**config.mk**
```make
export PLATFORM = sky130hd
export DESIGN_NAME = math_expression_tokenizer_top
export DESIGN_NICKNAME = d
export VERILOG_FILES = /design/src/hw/rtl/mxt_pkg.sv /design/src/hw/rtl/math_expression_tokenizer_top.sv /design/src/hw/rtl/mxt_emit.sv /design/src/hw/rtl/mxt_front.sv
export SDC_FILE = /design/constraint.sdc
export NUM_CORES = 1
export LEC_CHECK = 0
export ABC_CLOCK_PERIOD_IN_PS = 7750
export BUFFER_PORTS_ARGS = -buffer_cell sky130_fd_sc_hd__buf_2
export CAP_MARGIN = 40
export CORE_MARGIN = 10
export CORE_UTILIZATION = 42
export DETAILED_ROUTE_END_ITERATION = 12
export SLEW_MARGIN = 25
export SYNTH_ARGS = -nofsm -noshare
export SYNTH_HDL_FRONTEND = slang
export SYNTH_HIERARCHICAL = 1
export SYNTH_SLANG_ARGS = --single-unit
```
**constraint.sdc**
```tcl
create_clock -name clock -period 7.75 [get_ports clock]
set_input_delay 0 -clock clock [delete_from_list [all_inputs] [get_ports clock]]
set_output_delay 0 -clock clock [all_outputs]
set_load 0.01 [all_outputs]
```
**src/hw/rtl/mxt_pkg.sv**
```systemverilog
// Shared types, token codes and keyword tables for the expression tokenizer.
// Used by mxt_front, mxt_emit, the top level and the testbench.
`default_nettype none

package mxt_pkg;

   localparam int unsigned QUEUE_DEPTH = 4;
   localparam int unsigned KW_COUNT    = 9;
   localparam logic [2:0]  RUN_MAX     = 3'd6;

   localparam logic [4:0] KIND_NUM  = 5'd0;
   localparam logic [4:0] KIND_ADD  = 5'd1;
   localparam logic [4:0] KIND_SUB  = 5'd2;
   localparam logic [4:0] KIND_MUL  = 5'd3;
   localparam logic [4:0] KIND_DIV  = 5'd4;
   localparam logic [4:0] KIND_POW  = 5'd5;
   localparam logic [4:0] KIND_SIN  = 5'd6;
   localparam logic [4:0] KIND_COS  = 5'd7;
   localparam logic [4:0] KIND_TAN  = 5'd8;
   localparam logic [4:0] KIND_LPAR = 5'd9;
   localparam logic [4:0] KIND_RPAR = 5'd10;
   localparam logic [4:0] KIND_VARX = 5'd11;
   localparam logic [4:0] KIND_FACT = 5'd13;
   localparam logic [4:0] KIND_ASIN = 5'd14;
   localparam logic [4:0] KIND_ACOS = 5'd15;
   localparam logic [4:0] KIND_ATAN = 5'd16;
   localparam logic [4:0] KIND_LOG  = 5'd17;
   localparam logic [4:0] KIND_LN   = 5'd18;
   localparam logic [4:0] KIND_NONE = 5'd31;

   // constants scaled by 2^48 (value * 2^48)
   localparam logic [51:0] E_FRAC48  = 52'h2_B7E1_5162_8AED;
   localparam logic [51:0] PI_FRAC48 = 52'h3_243F_6A88_85A3;

   localparam longint unsigned POW10 [10] = '{
      64'd1, 64'd10, 64'd100, 64'd1000, 64'd10000, 64'd100000,
      64'd1000000, 64'd10000000, 64'd100000000, 64'd1000000000};

   // keyword text, first character in the lowest byte
   localparam logic [3:0][7:0] KW_TEXT [KW_COUNT] = '{
      {8'h00, "n", "i", "s"},
      {8'h00, "s", "o", "c"},
      {8'h00, "n", "a", "t"},
      {"n", "i", "s", "a"},
      {"s", "o", "c", "a"},
      {"n", "a", "t", "a"},
      {8'h00, 8'h00, "i", "p"},
      {8'h00, "g", "o", "l"},
      {8'h00, 8'h00, "n", "l"}};
   localparam logic [2:0] KW_LEN [KW_COUNT] = '{
      3'd3, 3'd3, 3'd3, 3'd4, 3'd4, 3'd4, 3'd2, 3'd3, 3'd2};
   localparam logic [4:0] KW_KIND [KW_COUNT] = '{
      KIND_SIN, KIND_COS, KIND_TAN, KIND_ASIN, KIND_ACOS, KIND_ATAN,
      KIND_NUM, KIND_LOG, KIND_LN};
   localparam logic [KW_COUNT-1:0] KW_IS_PI = 9'b0_0100_0000;

   typedef struct packed {
      logic [4:0]  kind;
      logic [47:0] value;
      logic        valid;
      logic        last;
      logic        done;
      logic        sat;
   } token_type;

   typedef struct packed {
      logic      valid;
      token_type tok;
   } push_type;

   typedef struct packed {
      logic       prefix;
      logic       complete;
      logic [4:0] kind;
      logic       is_pi;
   } kw_hit_type;

   function automatic kw_hit_type kw_lookup(input logic [3:0][7:0] cand,
                                            input logic [2:0] len);
      kw_hit_type r;
      logic       hit;
      r = '0;
      for (int i = 0; i < KW_COUNT; i++) begin
         hit = (KW_LEN[i] >= len);
         for (int j = 0; j < 4; j++) begin
            if ((3'(j) < len) && (KW_TEXT[i][j] != cand[j])) begin
               hit = 1'b0;
            end
         end
         if (hit) begin
            if (KW_LEN[i] == len) begin
               r.complete = 1'b1;
               r.kind     = KW_KIND[i];
               r.is_pi    = KW_IS_PI[i];
            end else begin
               r.prefix = 1'b1;
            end
         end
      end
      return r;
   endfunction

endpackage

`default_nettype wire

```
**src/hw/rtl/math_expression_tokenizer_top.sv**
```systemverilog
// Top level of the arithmetic expression tokenizer.
// Instantiates mxt_front and mxt_emit; depends on mxt_pkg.
`default_nettype none

// Characters enter one per transfer on req_ (tlast marks the final character);
// tokens leave on rsp_ with tlast on the last token caused by a character.
// The scan sequencer in mxt_front does one action per cycle while the token queue is
// not full: a character takes a scan action and a closing action, and the closing
// action also takes the next character. Extra actions are needed for a finished number,
// a released minus, an implied multiply and each letter re-scanned after a keyword
// mismatch. The final character's closing action does not take a new character, and
// end of text also takes an action per flushed item and per re-scan pass of buffered
// letters. A full 4-entry token queue stalls scanning; otherwise scanning runs ahead
// of the consumer.
// Numbers are signed fixed point with FRACTION_BITS fraction bits.
module math_expression_tokenizer_top
   import mxt_pkg::*;
#(
   parameter int unsigned FRACTION_BITS = 16,
   parameter int unsigned MAX_TOKENS    = 128
) (
   input  wire logic        clock,
   input  wire logic        reset,
   input  wire logic        req_tvalid,
   output logic             req_tready,
   input  wire logic [7:0]  req_tdata,   // char_code
   input  wire logic        req_tlast,   // end_of_text
   output logic             rsp_tvalid,
   input  wire logic        rsp_tready,
   output logic [47:0]      rsp_tdata,   // number_value
   output logic [7:0]       rsp_tuser,   // token_kind[4:0], token_valid, expression_done,
                                         // value_saturated
   output logic             rsp_tlast    // last_of_run
);

   push_type push;
   logic     full;

   mxt_front #(
      .FRACTION_BITS (FRACTION_BITS),
      .MAX_TOKENS    (MAX_TOKENS)
   ) u_front (
      .clock      (clock),
      .reset      (reset),
      .req_tvalid (req_tvalid),
      .req_tready (req_tready),
      .req_tdata  (req_tdata),
      .req_tlast  (req_tlast),
      .full       (full),
      .push       (push)
   );

   mxt_emit u_emit (
      .clock      (clock),
      .reset      (reset),
      .push       (push),
      .full       (full),
      .rsp_tvalid (rsp_tvalid),
      .rsp_tready (rsp_tready),
      .rsp_tdata  (rsp_tdata),
      .rsp_tuser  (rsp_tuser),
      .rsp_tlast  (rsp_tlast)
   );

endmodule

`default_nettype wire

```
**src/hw/rtl/mxt_emit.sv**
```systemverilog
// Back end: token queue and result stream formatting.
// Depends on mxt_pkg.
`default_nettype none

module mxt_emit
   import mxt_pkg::*;
(
   input  wire logic        clock,
   input  wire logic        reset,
   input  wire push_type    push,
   output logic             full,
   output logic             rsp_tvalid,
   input  wire logic        rsp_tready,
   output logic [47:0]      rsp_tdata,   // number_value
   output logic [7:0]       rsp_tuser,   // token_kind[4:0], token_valid, expression_done,
                                         // value_saturated
   output logic             rsp_tlast    // last_of_run
);

   localparam int unsigned PW = $clog2(QUEUE_DEPTH);
   localparam int unsigned CW = $clog2(QUEUE_DEPTH + 1);

   token_type       mem_ff [QUEUE_DEPTH];
   logic [PW-1:0]   rd_ff, rd_in;
   logic [PW-1:0]   wr_ff, wr_in;
   logic [CW-1:0]   cnt_ff, cnt_in;
   logic            pop;
   logic            wr_en;
   token_type       head;

   assign full       = (cnt_ff == CW'(QUEUE_DEPTH));
   assign rsp_tvalid = (cnt_ff != '0);
   assign pop        = rsp_tvalid && rsp_tready;
   assign wr_en      = push.valid && !full;
   assign head       = mem_ff[rd_ff];

   assign rsp_tdata = head.value;
   assign rsp_tuser = {head.sat, head.done, head.valid, head.kind};
   assign rsp_tlast = head.last;

   always_comb begin
      rd_in  = pop   ? rd_ff + 1'b1 : rd_ff;
      wr_in  = wr_en ? wr_ff + 1'b1 : wr_ff;
      cnt_in = cnt_ff + CW'(wr_en) - CW'(pop);
   end

   always_ff @(posedge clock) begin
      if (reset) begin
         rd_ff  <= '0;
         wr_ff  <= '0;
         cnt_ff <= '0;
      end else begin
         rd_ff  <= rd_in;
         wr_ff  <= wr_in;
         cnt_ff <= cnt_in;
      end
   end

   always_ff @(posedge clock) begin
      if (wr_en) begin
         mem_ff[wr_ff] <= push.tok;
      end
   end

endmodule

`default_nettype wire

```
**src/hw/rtl/mxt_front.sv**
```systemverilog
// Front end: character intake, replay buffer and scan sequencer; depends on mxt_pkg.
// One scan action per cycle unless the queue is full; finished tokens go to mxt_emit.
`default_nettype none

module mxt_front
   import mxt_pkg::*;
#(
   parameter int unsigned FRACTION_BITS = 16,
   parameter int unsigned MAX_TOKENS    = 128
) (
   input  wire logic        clock,
   input  wire logic        reset,
   input  wire logic        req_tvalid,
   output logic             req_tready,
   input  wire logic [7:0]  req_tdata,
   input  wire logic        req_tlast,
   input  wire logic        full,
   output push_type         push
);

   localparam int unsigned IP_W = 48 - FRACTION_BITS;
   localparam int unsigned TW   = $clog2(MAX_TOKENS + 1);
   localparam logic [IP_W+3:0] INT_TOP =
      (IP_W+4)'((64'd1 << (47 - FRACTION_BITS)) - 64'd1);
   localparam logic [51:0] E_Q =
      (E_FRAC48 + (52'd1 << (47 - FRACTION_BITS))) >> (48 - FRACTION_BITS);
   localparam logic [51:0] PI_Q =
      (PI_FRAC48 + (52'd1 << (47 - FRACTION_BITS))) >> (48 - FRACTION_BITS);
   localparam logic signed [48:0] TOP48 = 49'sh0_7FFF_FFFF_FFFF;

   // rounded fraction digit weights, place k, digit m
   logic [47:0] frac_q [10][10];
   for (genvar gk = 0; gk < 10; gk++) begin : g_place
      for (genvar gm = 0; gm < 10; gm++) begin : g_digit
         localparam longint unsigned QV = (gk == 0) ? 64'd0 :
            (gm * (64'd2 << FRACTION_BITS) + POW10[gk]) / (2 * POW10[gk]);
         assign frac_q[gk][gm] = QV[47:0];
      end
   end

   logic [3:0][7:0]    seq_ff, seq_in;
   logic [2:0]         slen_ff, slen_in;
   logic               end_ff, end_in;
   logic               active_ff, active_in;
   logic [4:0]         prev_ff, prev_in;
   logic               minus_ff, minus_in;
   logic               innum_ff, innum_in;
   logic signed [47:0] acc_ff, acc_in;
   logic [7:0]         fpos_ff, fpos_in;
   logic               sat_ff, sat_in;
   logic [2:0][7:0]    kbuf_ff, kbuf_in;
   logic [1:0]         kfill_ff, kfill_in;
   logic [TW-1:0]      tok_ff, tok_in;
   logic [2:0]         outn_ff, outn_in;
   token_type          stage_ff, stage_in;
   logic               stage_vld_ff, stage_vld_in;

   logic               go, accept;
   logic [7:0]         h;
   logic               is_digit, is_dot, is_op;
   logic [3:0]         mag;
   logic [3:0][7:0]    cand;
   kw_hit_type         kw, kw1;
   logic signed [47:0] base_acc;
   logic [7:0]         base_fpos, nf;
   logic               base_sat;
   logic [IP_W+3:0]    ipx, ipn;
   logic [47:0]        qsel;
   logic signed [48:0] fsum;
   logic               prev_mul, prev_open;

   logic               do_put, do_endnum, consume, finalize;
   logic [4:0]         put_kind;
   logic [47:0]        put_val;
   logic               put_sat;

   assign go         = active_ff && !full;
   assign req_tready = !full && (!active_ff || ((slen_ff == '0) && !end_ff));
   assign accept     = req_tvalid && req_tready;

   assign h        = seq_ff[0];
   assign is_digit = (h >= "0") && (h <= "9");
   assign is_dot   = (h == ".");
   assign is_op    = (h == "x") || (h == "X") || (h == "(") || (h == ")") || (h == "+") ||
                     (h == "*") || (h == "/") || (h == "^") || (h == "!") || (h == "e") ||
                     (h == "-");
   assign mag      = is_dot ? 4'd2 : 4'(h - 8'h30);

   always_comb begin
      cand[0] = (kfill_ff == 2'd0) ? h : kbuf_ff[0];
      cand[1] = (kfill_ff == 2'd1) ? h : ((kfill_ff > 2'd1) ? kbuf_ff[1] : 8'h00);
      cand[2] = (kfill_ff == 2'd2) ? h : ((kfill_ff > 2'd2) ? kbuf_ff[2] : 8'h00);
      cand[3] = (kfill_ff == 2'd3) ? h : 8'h00;
   end

   assign kw  = kw_lookup(cand, 3'(kfill_ff) + 3'd1);
   assign kw1 = kw_lookup({24'h0, h}, 3'd1);

   // digit accumulation
   assign base_acc  = innum_ff ? acc_ff  : '0;
   assign base_fpos = innum_ff ? fpos_ff : '0;
   assign base_sat  = innum_ff ? sat_ff  : 1'b0;
   assign nf        = (is_dot || (base_fpos != '0)) ?
                      ((base_fpos == 8'hFF) ? base_fpos : base_fpos + 8'd1) : base_fpos;
   assign ipx       = {4'b0, base_acc[47:FRACTION_BITS]};
   assign ipn       = (ipx << 3) + (ipx << 1) + (IP_W+4)'(mag);
   assign qsel      = frac_q[4'(nf - 8'd1)][mag];
   assign fsum      = is_dot ? ({base_acc[47], base_acc} - {1'b0, qsel})
                             : ({base_acc[47], base_acc} + {1'b0, qsel});

   assign prev_mul  = (prev_ff == KIND_NUM) || (prev_ff == KIND_RPAR) || (prev_ff == KIND_VARX);
   assign prev_open = (prev_ff == KIND_NONE) || (prev_ff == KIND_LPAR) ||
                      ((prev_ff >= KIND_ADD) && (prev_ff <= KIND_POW));

   always_comb begin
      seq_in       = seq_ff;
      slen_in      = slen_ff;
      end_in       = end_ff;
      active_in    = active_ff;
      prev_in      = prev_ff;
      minus_in     = minus_ff;
      innum_in     = innum_ff;
      acc_in       = acc_ff;
      fpos_in      = fpos_ff;
      sat_in       = sat_ff;
      kbuf_in      = kbuf_ff;
      kfill_in     = kfill_ff;
      tok_in       = tok_ff;
      outn_in      = outn_ff;
      stage_in     = stage_ff;
      stage_vld_in = stage_vld_ff;
      push.valid   = 1'b0;
      push.tok     = stage_ff;
      do_put       = 1'b0;
      do_endnum    = 1'b0;
      consume      = 1'b0;
      finalize     = 1'b0;
      put_kind     = KIND_NUM;
      put_val      = '0;
      put_sat      = 1'b0;

      if (go) begin
         if (slen_ff != '0) begin
            if (kfill_ff != 2'd0) begin
               if (kw.complete) begin
                  do_put = 1'b1;
                  if (minus_ff) begin
                     put_kind = KIND_SUB;
                     minus_in = 1'b0;
                  end else begin
                     put_kind = kw.kind;
                     put_val  = kw.is_pi ? PI_Q[47:0] : '0;
                     kfill_in = 2'd0;
                     consume  = 1'b1;
                  end
               end else if (kw.prefix) begin
                  case (kfill_ff)
                     2'd1:    kbuf_in[1] = h;
                     2'd2:    kbuf_in[2] = h;
                     default: kbuf_in    = kbuf_ff;
                  endcase
                  kfill_in = kfill_ff + 2'd1;
                  consume  = 1'b1;
               end else begin
                  // mismatch: drop first buffered letter, rescan the rest
                  kfill_in = 2'd0;
                  case (kfill_ff)
                     2'd2: begin
                        seq_in  = {seq_ff[2], seq_ff[1], h, kbuf_ff[1]};
                        slen_in = slen_ff + 3'd1;
                     end
                     2'd3: begin
                        seq_in  = {seq_ff[1], h, kbuf_ff[2], kbuf_ff[1]};
                        slen_in = slen_ff + 3'd2;
                     end
                     default: seq_in = seq_ff;
                  endcase
               end
            end else if (is_digit || is_dot) begin
               consume  = 1'b1;
               innum_in = 1'b1;
               fpos_in  = nf;
               sat_in   = base_sat;
               acc_in   = base_acc;
               if (nf == '0) begin
                  if (ipn > INT_TOP) begin
                     acc_in = {INT_TOP[IP_W-1:0], {FRACTION_BITS{1'b0}}};
                     sat_in = 1'b1;
                  end else begin
                     acc_in = {ipn[IP_W-1:0], {FRACTION_BITS{1'b0}}};
                  end
               end else if ((nf >= 8'd2) && (nf <= 8'd10)) begin
                  if (fsum > TOP48) begin
                     acc_in = TOP48[47:0];
                     sat_in = 1'b1;
                  end else begin
                     acc_in = fsum[47:0];
                  end
               end
            end else if (innum_ff) begin
               do_endnum = 1'b1;
            end else if (minus_ff && is_op) begin
               do_put   = 1'b1;
               put_kind = KIND_SUB;
               minus_in = 1'b0;
            end else begin
               consume = 1'b1;
               priority case (h)
                  "x", "X": begin
                     do_put   = 1'b1;
                     put_kind = prev_mul ? KIND_MUL : KIND_VARX;
                     consume  = !prev_mul;
                  end
                  "(": begin
                     do_put   = 1'b1;
                     put_kind = prev_mul ? KIND_MUL : KIND_LPAR;
                     consume  = !prev_mul;
                  end
                  ")": begin do_put = 1'b1; put_kind = KIND_RPAR; end
                  "+": begin do_put = 1'b1; put_kind = KIND_ADD;  end
                  "*": begin do_put = 1'b1; put_kind = KIND_MUL;  end
                  "/": begin do_put = 1'b1; put_kind = KIND_DIV;  end
                  "^": begin do_put = 1'b1; put_kind = KIND_POW;  end
                  "!": begin do_put = 1'b1; put_kind = KIND_FACT; end
                  "e": begin
                     do_put   = 1'b1;
                     put_kind = KIND_NUM;
                     put_val  = E_Q[47:0];
                  end
                  "-": begin
                     if (prev_open) begin
                        minus_in = 1'b1;
                     end else begin
                        do_put   = 1'b1;
                        put_kind = KIND_SUB;
                     end
                  end
                  default: begin
                     if (kw1.prefix) begin
                        kbuf_in[0] = h;
                        kfill_in   = 2'd1;
                     end
                  end
               endcase
            end
         end else if (end_ff) begin
            if (kfill_ff != 2'd0) begin
               kfill_in = 2'd0;
               seq_in   = {8'h00, 8'h00, kbuf_ff[2], kbuf_ff[1]};
               slen_in  = 3'(kfill_ff) - 3'd1;
            end else if (innum_ff) begin
               do_endnum = 1'b1;
            end else if (minus_ff) begin
               do_put   = 1'b1;
               put_kind = KIND_SUB;
               minus_in = 1'b0;
            end else begin
               finalize = 1'b1;
            end
         end else begin
            finalize = 1'b1;
         end
      end

      if (do_endnum) begin
         do_put   = 1'b1;
         put_kind = KIND_NUM;
         put_val  = minus_ff ? 48'(-acc_ff) : acc_ff;
         put_sat  = sat_ff;
         minus_in = 1'b0;
         innum_in = 1'b0;
         acc_in   = '0;
         fpos_in  = '0;
         sat_in   = 1'b0;
      end

      if (do_put) begin
         prev_in = put_kind;
         if ((tok_ff < TW'(MAX_TOKENS)) && (outn_ff < RUN_MAX)) begin
            if (stage_vld_ff) begin
               push.valid    = 1'b1;
               push.tok      = stage_ff;
               push.tok.last = 1'b0;
               push.tok.done = 1'b0;
            end
            stage_in     = '{kind: put_kind, value: put_val, valid: 1'b1,
                             last: 1'b0, done: 1'b0, sat: put_sat};
            stage_vld_in = 1'b1;
            tok_in       = tok_ff + 1'b1;
            outn_in      = outn_ff + 3'd1;
         end
      end

      if (consume) begin
         seq_in  = {8'h00, seq_ff[3], seq_ff[2], seq_ff[1]};
         slen_in = slen_ff - 3'd1;
      end

      if (finalize) begin
         if (stage_vld_ff) begin
            push.valid    = 1'b1;
            push.tok      = stage_ff;
            push.tok.last = 1'b1;
            push.tok.done = end_ff;
         end else if (end_ff) begin
            push.valid = 1'b1;
            push.tok   = '{kind: KIND_NUM, value: '0, valid: 1'b0,
                           last: 1'b1, done: 1'b1, sat: 1'b0};
         end
         stage_vld_in = 1'b0;
         active_in    = 1'b0;
         if (end_ff) begin
            prev_in  = KIND_NONE;
            minus_in = 1'b0;
            innum_in = 1'b0;
            acc_in   = '0;
            fpos_in  = '0;
            sat_in   = 1'b0;
            kfill_in = 2'd0;
            tok_in   = '0;
         end
      end

      if (accept) begin
         seq_in    = {24'h0, req_tdata};
         slen_in   = 3'd1;
         end_in    = req_tlast;
         active_in = 1'b1;
         outn_in   = '0;
      end
   end

   always_ff @(posedge clock) begin
      if (reset) begin
         slen_ff      <= '0;
         end_ff       <= 1'b0;
         active_ff    <= 1'b0;
         prev_ff      <= KIND_NONE;
         minus_ff     <= 1'b0;
         innum_ff     <= 1'b0;
         kfill_ff     <= 2'd0;
         tok_ff       <= '0;
         outn_ff      <= '0;
         stage_vld_ff <= 1'b0;
      end else begin
         slen_ff      <= slen_in;
         end_ff       <= end_in;
         active_ff    <= active_in;
         prev_ff      <= prev_in;
         minus_ff     <= minus_in;
         innum_ff     <= innum_in;
         kfill_ff     <= kfill_in;
         tok_ff       <= tok_in;
         outn_ff      <= outn_in;
         stage_vld_ff <= stage_vld_in;
      end
   end

   always_ff @(posedge clock) begin
      seq_ff   <= seq_in;
      acc_ff   <= acc_in;
      fpos_ff  <= fpos_in;
      sat_ff   <= sat_in;
      kbuf_ff  <= kbuf_in;
      stage_ff <= stage_in;
   end

endmodule

`default_nettype wire

```
Word level (Yosys, flattened, before mapping)
Memory sizes are Yosys's and may differ from the RTL's. A register that Yosys moved wholly into a read port is not among the register bits. Index checks and enable logic that the tools add are counted.

Add/sub/neg operators: 20. Magnitude comparators: 21. Equal/unequal tests: 66. Mux-type cells: 262. Bitwise logic cells: 8. Reductions and logical operators: 85.

Operators by type and width (number): two-way mux 48 bit (24); two-way mux 480 bit (2); two-way mux 58 bit (6); two-way mux 8 bit (37); != test 7 x 8 -> 1 bit, first input constant (27); binary-select mux 48 bit (select 4 bit) (1); two-way mux 32 bit (6); two-way mux 1 bit (123); two-way mux 5 bit (15); equality test 8 x 6 -> 1 bit, second input constant (8); case mux 32 bit (2 select lines) (1); two-way mux 7 bit (9); adder 49 x 48 -> 49 bit (1); > comparator 49 x 48 -> 1 bit, second input constant (1); two-way mux 49 bit (1); subtractor 49 x 48 -> 49 bit (1); two-way mux 24 bit (2); negator 48 bit (1); case mux 5 bit (9 select lines) (1); two-way mux 2 bit (19); adder 35 x 33 -> 36 bit (1); adder 36 x 4 -> 36 bit (1); > comparator 36 x 31 -> 1 bit, second input constant (1); two-way mux 18 bit (2); other kinds (68) (171).

Register bits: 200. Memory bits (writable): 228. Memory bits (read-only): 7680. Input port bits: 13. Output and inout port bits: 59. Logic and storage cells: 491. Memories: 2.

Memory list: (name not given) (depth 16, bits a word 480, read ports 1, clocked after Yosys merged registers in 0, wr ports 0, line mxt_front.sv:107) `assign qsel = frac_q[4'(nf - 8'd1)][mag];`; u_emit.mem_ff (depth 4, bits a word 57, read ports 1, clocked after Yosys merged registers in 1, wr ports 1, line mxt_emit.sv:23) `token_type mem_ff [QUEUE_DEPTH];`.

Longest topological paths before layout
Depth in word-level cells: 37. Mapped depth: 37. Mapped depth without buffers: 33.

By module
Netlist, hierarchy kept.

By module, submodules not included: mxt_front (instances 1, cells each 2404, area an instance 18584.1 µm², sequential area each 4724.5 µm²); mxt_emit (instances 1, cells each 346, area an instance 8685.8 µm², sequential area each 7026.7 µm²).

Worst setup path before layout
No wires, ideal clock.

Path type: register to register. Start: register u_front.kfill_ff[0]. End: memory u_emit/mem_ff[2][0] in the netlist's numbering, enable pin. Library setup time: 0.421 ns. Arrival time: 7.222 ns. Required time: 7.329 ns. Setup slack: 0.108 ns. Stages on the path, launching flop included: 18. Path buffers: 3. Clock period less this slack: 7.642 ns. Cell sequence: dfxtp_1 clkbuf_1 inv_1 ha_1 clkbuf_1 or4b_2 a211oi_1 nor2_1 o41a_1 o221a_2 a31oi_1 o31ai_1 a221oi_1 clkbuf_1 a21o_1 inv_1 nor2_1 and2_1.

RTL lines: start: declaration (line mxt_front.sv:52) `logic [1:0] kfill_ff, kfill_in;`; start signal: assignment (line mxt_front.sv:352) `kfill_ff <= kfill_in;`; end: declaration (line mxt_emit.sv:23).

Final worst setup path
Start: register u_front.fpos_ff[1]. End: register u_front.acc_ff[47].

Word-level cells in the longest chain between the ends: 25. Elaborated cells on any way between the ends: 33. Classes of those cells: 4 x add/sub; 3 x order compare; 1 x eq/ne; 19 x mux; 1 x bitwise; 4 x reduce/logical; 1 x memory.

RTL lines: start: declaration (line mxt_front.sv:49) `logic [7:0] fpos_ff, fpos_in;`; start signal: assignment (line mxt_front.sv:362) `fpos_ff <= fpos_in;`; two-way mux 8 bit * (line mxt_front.sv:101) `assign base_fpos = innum_ff ? fpos_ff : '0;`; adder 8 x 1 -> 8 bit, or another cell as far along (line mxt_front.sv:104) `((base_fpos == 8'hFF) ? base_fpos : base_fpos + 8'd1) : base_fpos;`; two-way mux 8 bit or logical OR 1 bit (tied branches) (line mxt_front.sv:104, mxt_front.sv:103); two-way mux 8 bit * (line mxt_front.sv:103) `assign nf = (is_dot || (base_fpos != '0)) ?`; subtractor 4 x 1 -> 4 bit (line mxt_front.sv:107); inverter 4 -> 5 bit (not written as such) (line mxt_front.sv:107); memory read (16 x 480 bit); two-way mux 480 bit (not written as such) (2 in a row) (line mxt_front.sv:107); [... 9 more ...]; two-way mux 48 bit * (line mxt_front.sv:179) `end else if (is_digit || is_dot) begin`; two-way mux 48 bit * (line mxt_front.sv:144) `if (kfill_ff != 2'd0) begin`; two-way mux 48 bit * (line mxt_front.sv:143) `if (slen_ff != '0) begin`; two-way mux 48 bit * (line mxt_front.sv:142) `if (go) begin`; two-way mux 48 bit * (line mxt_front.sv:265) `if (do_endnum) begin`; two-way mux 48 bit (line mxt_front.sv:312) `if (end_ff) begin`; two-way mux 48 bit * (line mxt_front.sv:299) `if (finalize) begin`; via u_front.acc_in[47] (line mxt_front.sv:48) `logic signed [47:0] acc_ff, acc_in;`; end signal: assignment (line mxt_front.sv:361) `acc_ff <= acc_in;`; end: declaration (line mxt_front.sv:48).

The timed path passes the listed nets; every way through them passes the cells marked *. The select of a mux whose other input is x is not followed. A chain may end at the register's enable or synchronous reset.

==> summary.md <==
| Metric | Value |
|---|---|
| Outcome | complete, no violations |
| I/O pin total | 72 |
| Number of warnings issued by yosys | 6 |
| Post-synthesis register bit count | between 400 and 500 |
| Starting density of the core | 0.4238 |
| Clock-pin slew reported for the worst setup and hold paths after clock tree synthesis | approximately 60 ps |
| Compound-Gate Fraction of Synth Area | 0.1916 |
| Standard cell with the maximum stage delay on the critical path | sky130_fd_sc_hd__or4b_2 |
| Proportion of layout cells with a drive suffix above 1 | 0.1500 |
| Cell Pwr Density | around 250 mW/mm^2 |
| Area delta synth->final | 13.93% |
| Skew-Pair Late Insertion Delay | 600 ps |
| Fill cell count | approximately 5.8k |
| Cell leakage power | about 12 nW |
| Hold Vio Cnt, Final | 0 |
| Number of I/O port buffers | a little over 70 |
| Crit-path leading delay family | simple AND/OR/NAND/NOR gates |
| Fraction of registers with async set or reset after synthesis | 0 |
| Number of search-and-repair iterations in the first detailed-routing pass | 5 |
| Share of synthesized cell area in and, or, nand and nor gates | 0.1719 |
| Required arrival time at the worst endpoint | approximately 8300 ps |
| Non-Filler Cell Area, Final | 0.03107 mm^2 |
| Layout Utilization | 0.4828 |
| Final Worst Setup Slack | between 400 and 500 ps |
| Clock tree from TritonCTS | built |
| Area taken by multi-input logic gates | roughly 0.015 mm^2 |
| Post-DR vias/cell | approximately 6.0 |
| Register area share after synthesis | 0.4309 |
| Net total in the final layout | between 3k and 4k |
| H-tree levels | 2 |
| Critical path class | reg -> reg |
| Library cells used by synthesis | 102 |
| Maximum root-to-sink buffer count | 3 |
| Path class of the lowest-slack min-delay path | in -> reg |
| Nature of the critical path startpoint | flip-flop |
| Normalized max-slew margin | 0.3932 |
| Die footprint | between 0.07 and 0.08 mm^2 |
| Average instance area after synthesis | 9.916 um^2 |
| Number of instances in the synthesized netlist | around 2.8k |
| Most numerous cell in the Yosys netlist | sky130_fd_sc_hd__edfxtp_1 |
| Maximum number of pins on one net before global-route repair | 69 |
| Critical Path AT | 7880 ps |
| Synthesized-area fraction occupied by adder cells | 0.06442 |
| Cell taking the most area after synthesis | sky130_fd_sc_hd__edfxtp_1 |
| Buffers & Inverters on Critical Path | 4 |
| Vias in the first global route | between 20k and 25k |
| Peak fanout along the critical path | 11 |
| Min Clock Period, post-route | ~7300 ps |
| Reg area | approximately 0.012 mm^2 |
| Sum of net half-perimeters after detailed placement | between 50000 and 60000 um |
| Clock root buffer | sky130_fd_sc_hd__clkbuf_16 |
| Period utilisation layout | 0.9467 |
| Core region area | 0.06435 mm^2 |
| Standard cell area after detailed placement | just under 0.03 mm^2 |
| Avg WL per Cell | between 20 and 25 um |
| Worst-case setup slack after placement | -271.7 ps |
| Worst stage delay on the critical path | 600 ps |
| Number of standard-cell rows in the floorplan | 93 |
| Synthesized cell area | around 0.027 mm^2 |
| Max Cap Viol | 0 |
| Via count | between 20k and 25k |
| Worst Clk Skew | between 30 and 40 ps |
| Most used flip-flop cell after synthesis | sky130_fd_sc_hd__edfxtp_1 |
| Antenna violations before repair | 0 |
| Number of max-slew violations in the final report | 0 |
| Total DRC errors in the routed layout | 0 |
| Initial DRC Count | roughly 1.9k |
| Leading post-synthesis cells by cell area | sky130_fd_sc_hd__edfxtp_1 35%, sky130_fd_sc_hd__dfxtp_1 8.5%, sky130_fd_sc_hd__ha_1 6.1% |
| Routed Wire Length | 80190 um |
| Clk sinks | 430 |
| Fraction of post-synthesis cell area in the top cell type by area | 0.3458 |
| Overall die width | approximately 270 um |
| Instance count after placement with tap cells included | ~3.6k |
| Setup-violating endpoint count in the final report | 0 |
| Total routing resource utilization after global routing | 0.2072 |
| Number of flops mapped to enable cells by yosys | between 300 and 400 |
| Slew at the pin with the worst max-slew slack | 900.7 ps |
| Leading cell types by count after synthesis | 314 x sky130_fd_sc_hd__edfxtp_1, 257 x sky130_fd_sc_hd__nor2_1, 244 x sky130_fd_sc_hd__nand2_1 |
| Xor and xnor fraction of the mapped netlist area | 0.04240 |
| Synthesized net count | 2901 |
| Number of routed nets with antenna violations | 0 |
| Number of buffers added by the clock tree synthesis step | between 40 and 50 |
| Finished Layout Cells | roughly 3.8k |
| Remaining global-route overflow | 0 |
| Global-route wire length before repair | approximately 130000 um |
| Dominant combinational cell family by area after synthesis | compound AO/OA/AOI/OAI gates |
| Mux cell area share after synthesis | 0.06300 |
| Chip Height | ~270 um |
| Endpoint class of the critical path | flip-flop |
| Worst vdd ir | ~0.00015 V |
| Highest clock frequency the design can meet | 136.3 MHz |
| Weighted congestion reported at the end of routability-driven placement | 0.9667 |
==> final cells by class <==
class / count / area share
antenna: 1 / 0.00008055
tap: 855 / 0.03443
clock inverter: 33 / 0.01083
inverter: 71 / 0.008578
sequential: 430 / 0.3785
clock buffer: 57 / 0.04140
timing repair buffer: 216 / 0.05135
multi-input combinational: 2087 / 0.4748
==> timing repair <==
action,in CTS,in global routing
hold buffers,13,0
endpoints found under the hold margin,37,0
pin swaps,0,6
buffers inserted,0,4
resized for setup,5,34
endpoints found under the setup margin,48,49
==> placed cells by master (no fill, tap or decap), types with 16 or more instances in the layout <==
cell	count
sky130_fd_sc_hd__inv_1	69
sky130_fd_sc_hd__a21o_1	45
sky130_fd_sc_hd__nand4_1	26
sky130_fd_sc_hd__xor2_1	76
sky130_fd_sc_hd__edfxtp_1	314
sky130_fd_sc_hd__mux4_2	57
sky130_fd_sc_hd__nor2_1	255
sky130_fd_sc_hd__a21oi_1	190
sky130_fd_sc_hd__nand3_1	45
sky130_fd_sc_hd__nand2b_1	31
sky130_fd_sc_hd__xnor2_1	56
sky130_fd_sc_hd__a31oi_1	30
sky130_fd_sc_hd__buf_4	119
sky130_fd_sc_hd__nor3_1	54
sky130_fd_sc_hd__or3_1	23
sky130_fd_sc_hd__o221ai_1	25
sky130_fd_sc_hd__and2_1	120
sky130_fd_sc_hd__buf_2	72
sky130_fd_sc_hd__a211oi_1	31
sky130_fd_sc_hd__clkbuf_16	49
sky130_fd_sc_hd__nor2b_1	26
sky130_fd_sc_hd__o21a_1	25
sky130_fd_sc_hd__o31ai_1	26
sky130_fd_sc_hd__o211ai_1	25
sky130_fd_sc_hd__o21ai_0	152
sky130_fd_sc_hd__and3_1	16
sky130_fd_sc_hd__dfxtp_1	112
sky130_fd_sc_hd__nand2_1	243
sky130_fd_sc_hd__ha_1	131
sky130_fd_sc_hd__mux2i_1	40
==> power by group <==
part           internal [mW]  switching, mW
logic                   1.08           1.75
registers               2.62         0.0962
clock network           1.36          0.952
==> cell families (layout without fill, tap and decap cells) <==
logic type                 Yosys count  after routing
other                                0              1
AOI/OAI and AO/OA                  775            775
adders and majority gates          138            138
muxes                              100            100
and+or+nand+nor                    942            942
DFF                                430            430
xor gates and xnor gates           132            132
buffers and inverters              233            377
==> worst register-to-register path: cells and delay by family (launching register included) <==
family	cells	cell delay [ps]
AO/OA/AOI/OAI	11	2250
flip-flops	1	320
AND/OR/NAND/NOR	14	3370
buffers and inverters	4	610
adder cells (fa/ha/maj)	3	730
==> worst paths after layout <==
path                      start                 end  slack, ps  cells past startpoint
max          u_front/fpos_ff[1]  u_front/acc_ff[47]        410                     32
min                req_tdata[7]        u_front/h[7]        310                      4
max reg2reg  u_front/fpos_ff[1]  u_front/acc_ff[47]        410                     32
min reg2reg  u_front/seq_ff[22]  u_front/seq_ff[14]        470                      2
==> metal layers <==
layer / GRT usage / share of wire / up-vias
met5: 0 / 0 / -
met4: 0.04602 / 0.019 / 0
met3: 0.03039 / 0.069 / 100
met2: 0.3263 / 0.45 / 811
met1: 0.2977 / 0.46 / 10970
li1: - / - / 10583
==> registers in the layout (all words and copies together), names as in the netlist, named ones only <==
name                  flops
u_front/minus_ff          1
u_front/tok_ff            8
u_front/stage_ff         54
u_front/h                 8
u_front/active_ff         1
u_front/acc_ff           48
u_front/kbuf_ff          24
u_emit/wr_ff              2
u_front/sat_ff            1
u_front/seq_ff           24
u_front/slen_ff           3
u_front/fpos_ff           8
u_front/outn_ff           3
u_emit/mem_ff           228
u_front/innum_ff          1
u_emit/cnt_ff             3
u_front/end_ff            1
u_front/stage_vld_ff      1
u_front/kfill_ff          2
u_front/prev_ff           5
u_emit/rd_ff              2
==> per-stage QoR <==
| step | TNS, ps | hold WS (ps) | total power, mW |
|---|---|---|---|
| floorplan | 0 | 69.07 | 4.612 |
| detailed placement | -6091 | 252.5 | 5.516 |
| finish | 0 | 310.0 | 7.873 |
| global placement | -2883 | 245.2 | 5.466 |
| CTS | 0 | 287.2 | 7.862 |
| global route | -33.95 | 311.1 | 8.294 |
Note: power is estimated with default switching activity, not from simulation.
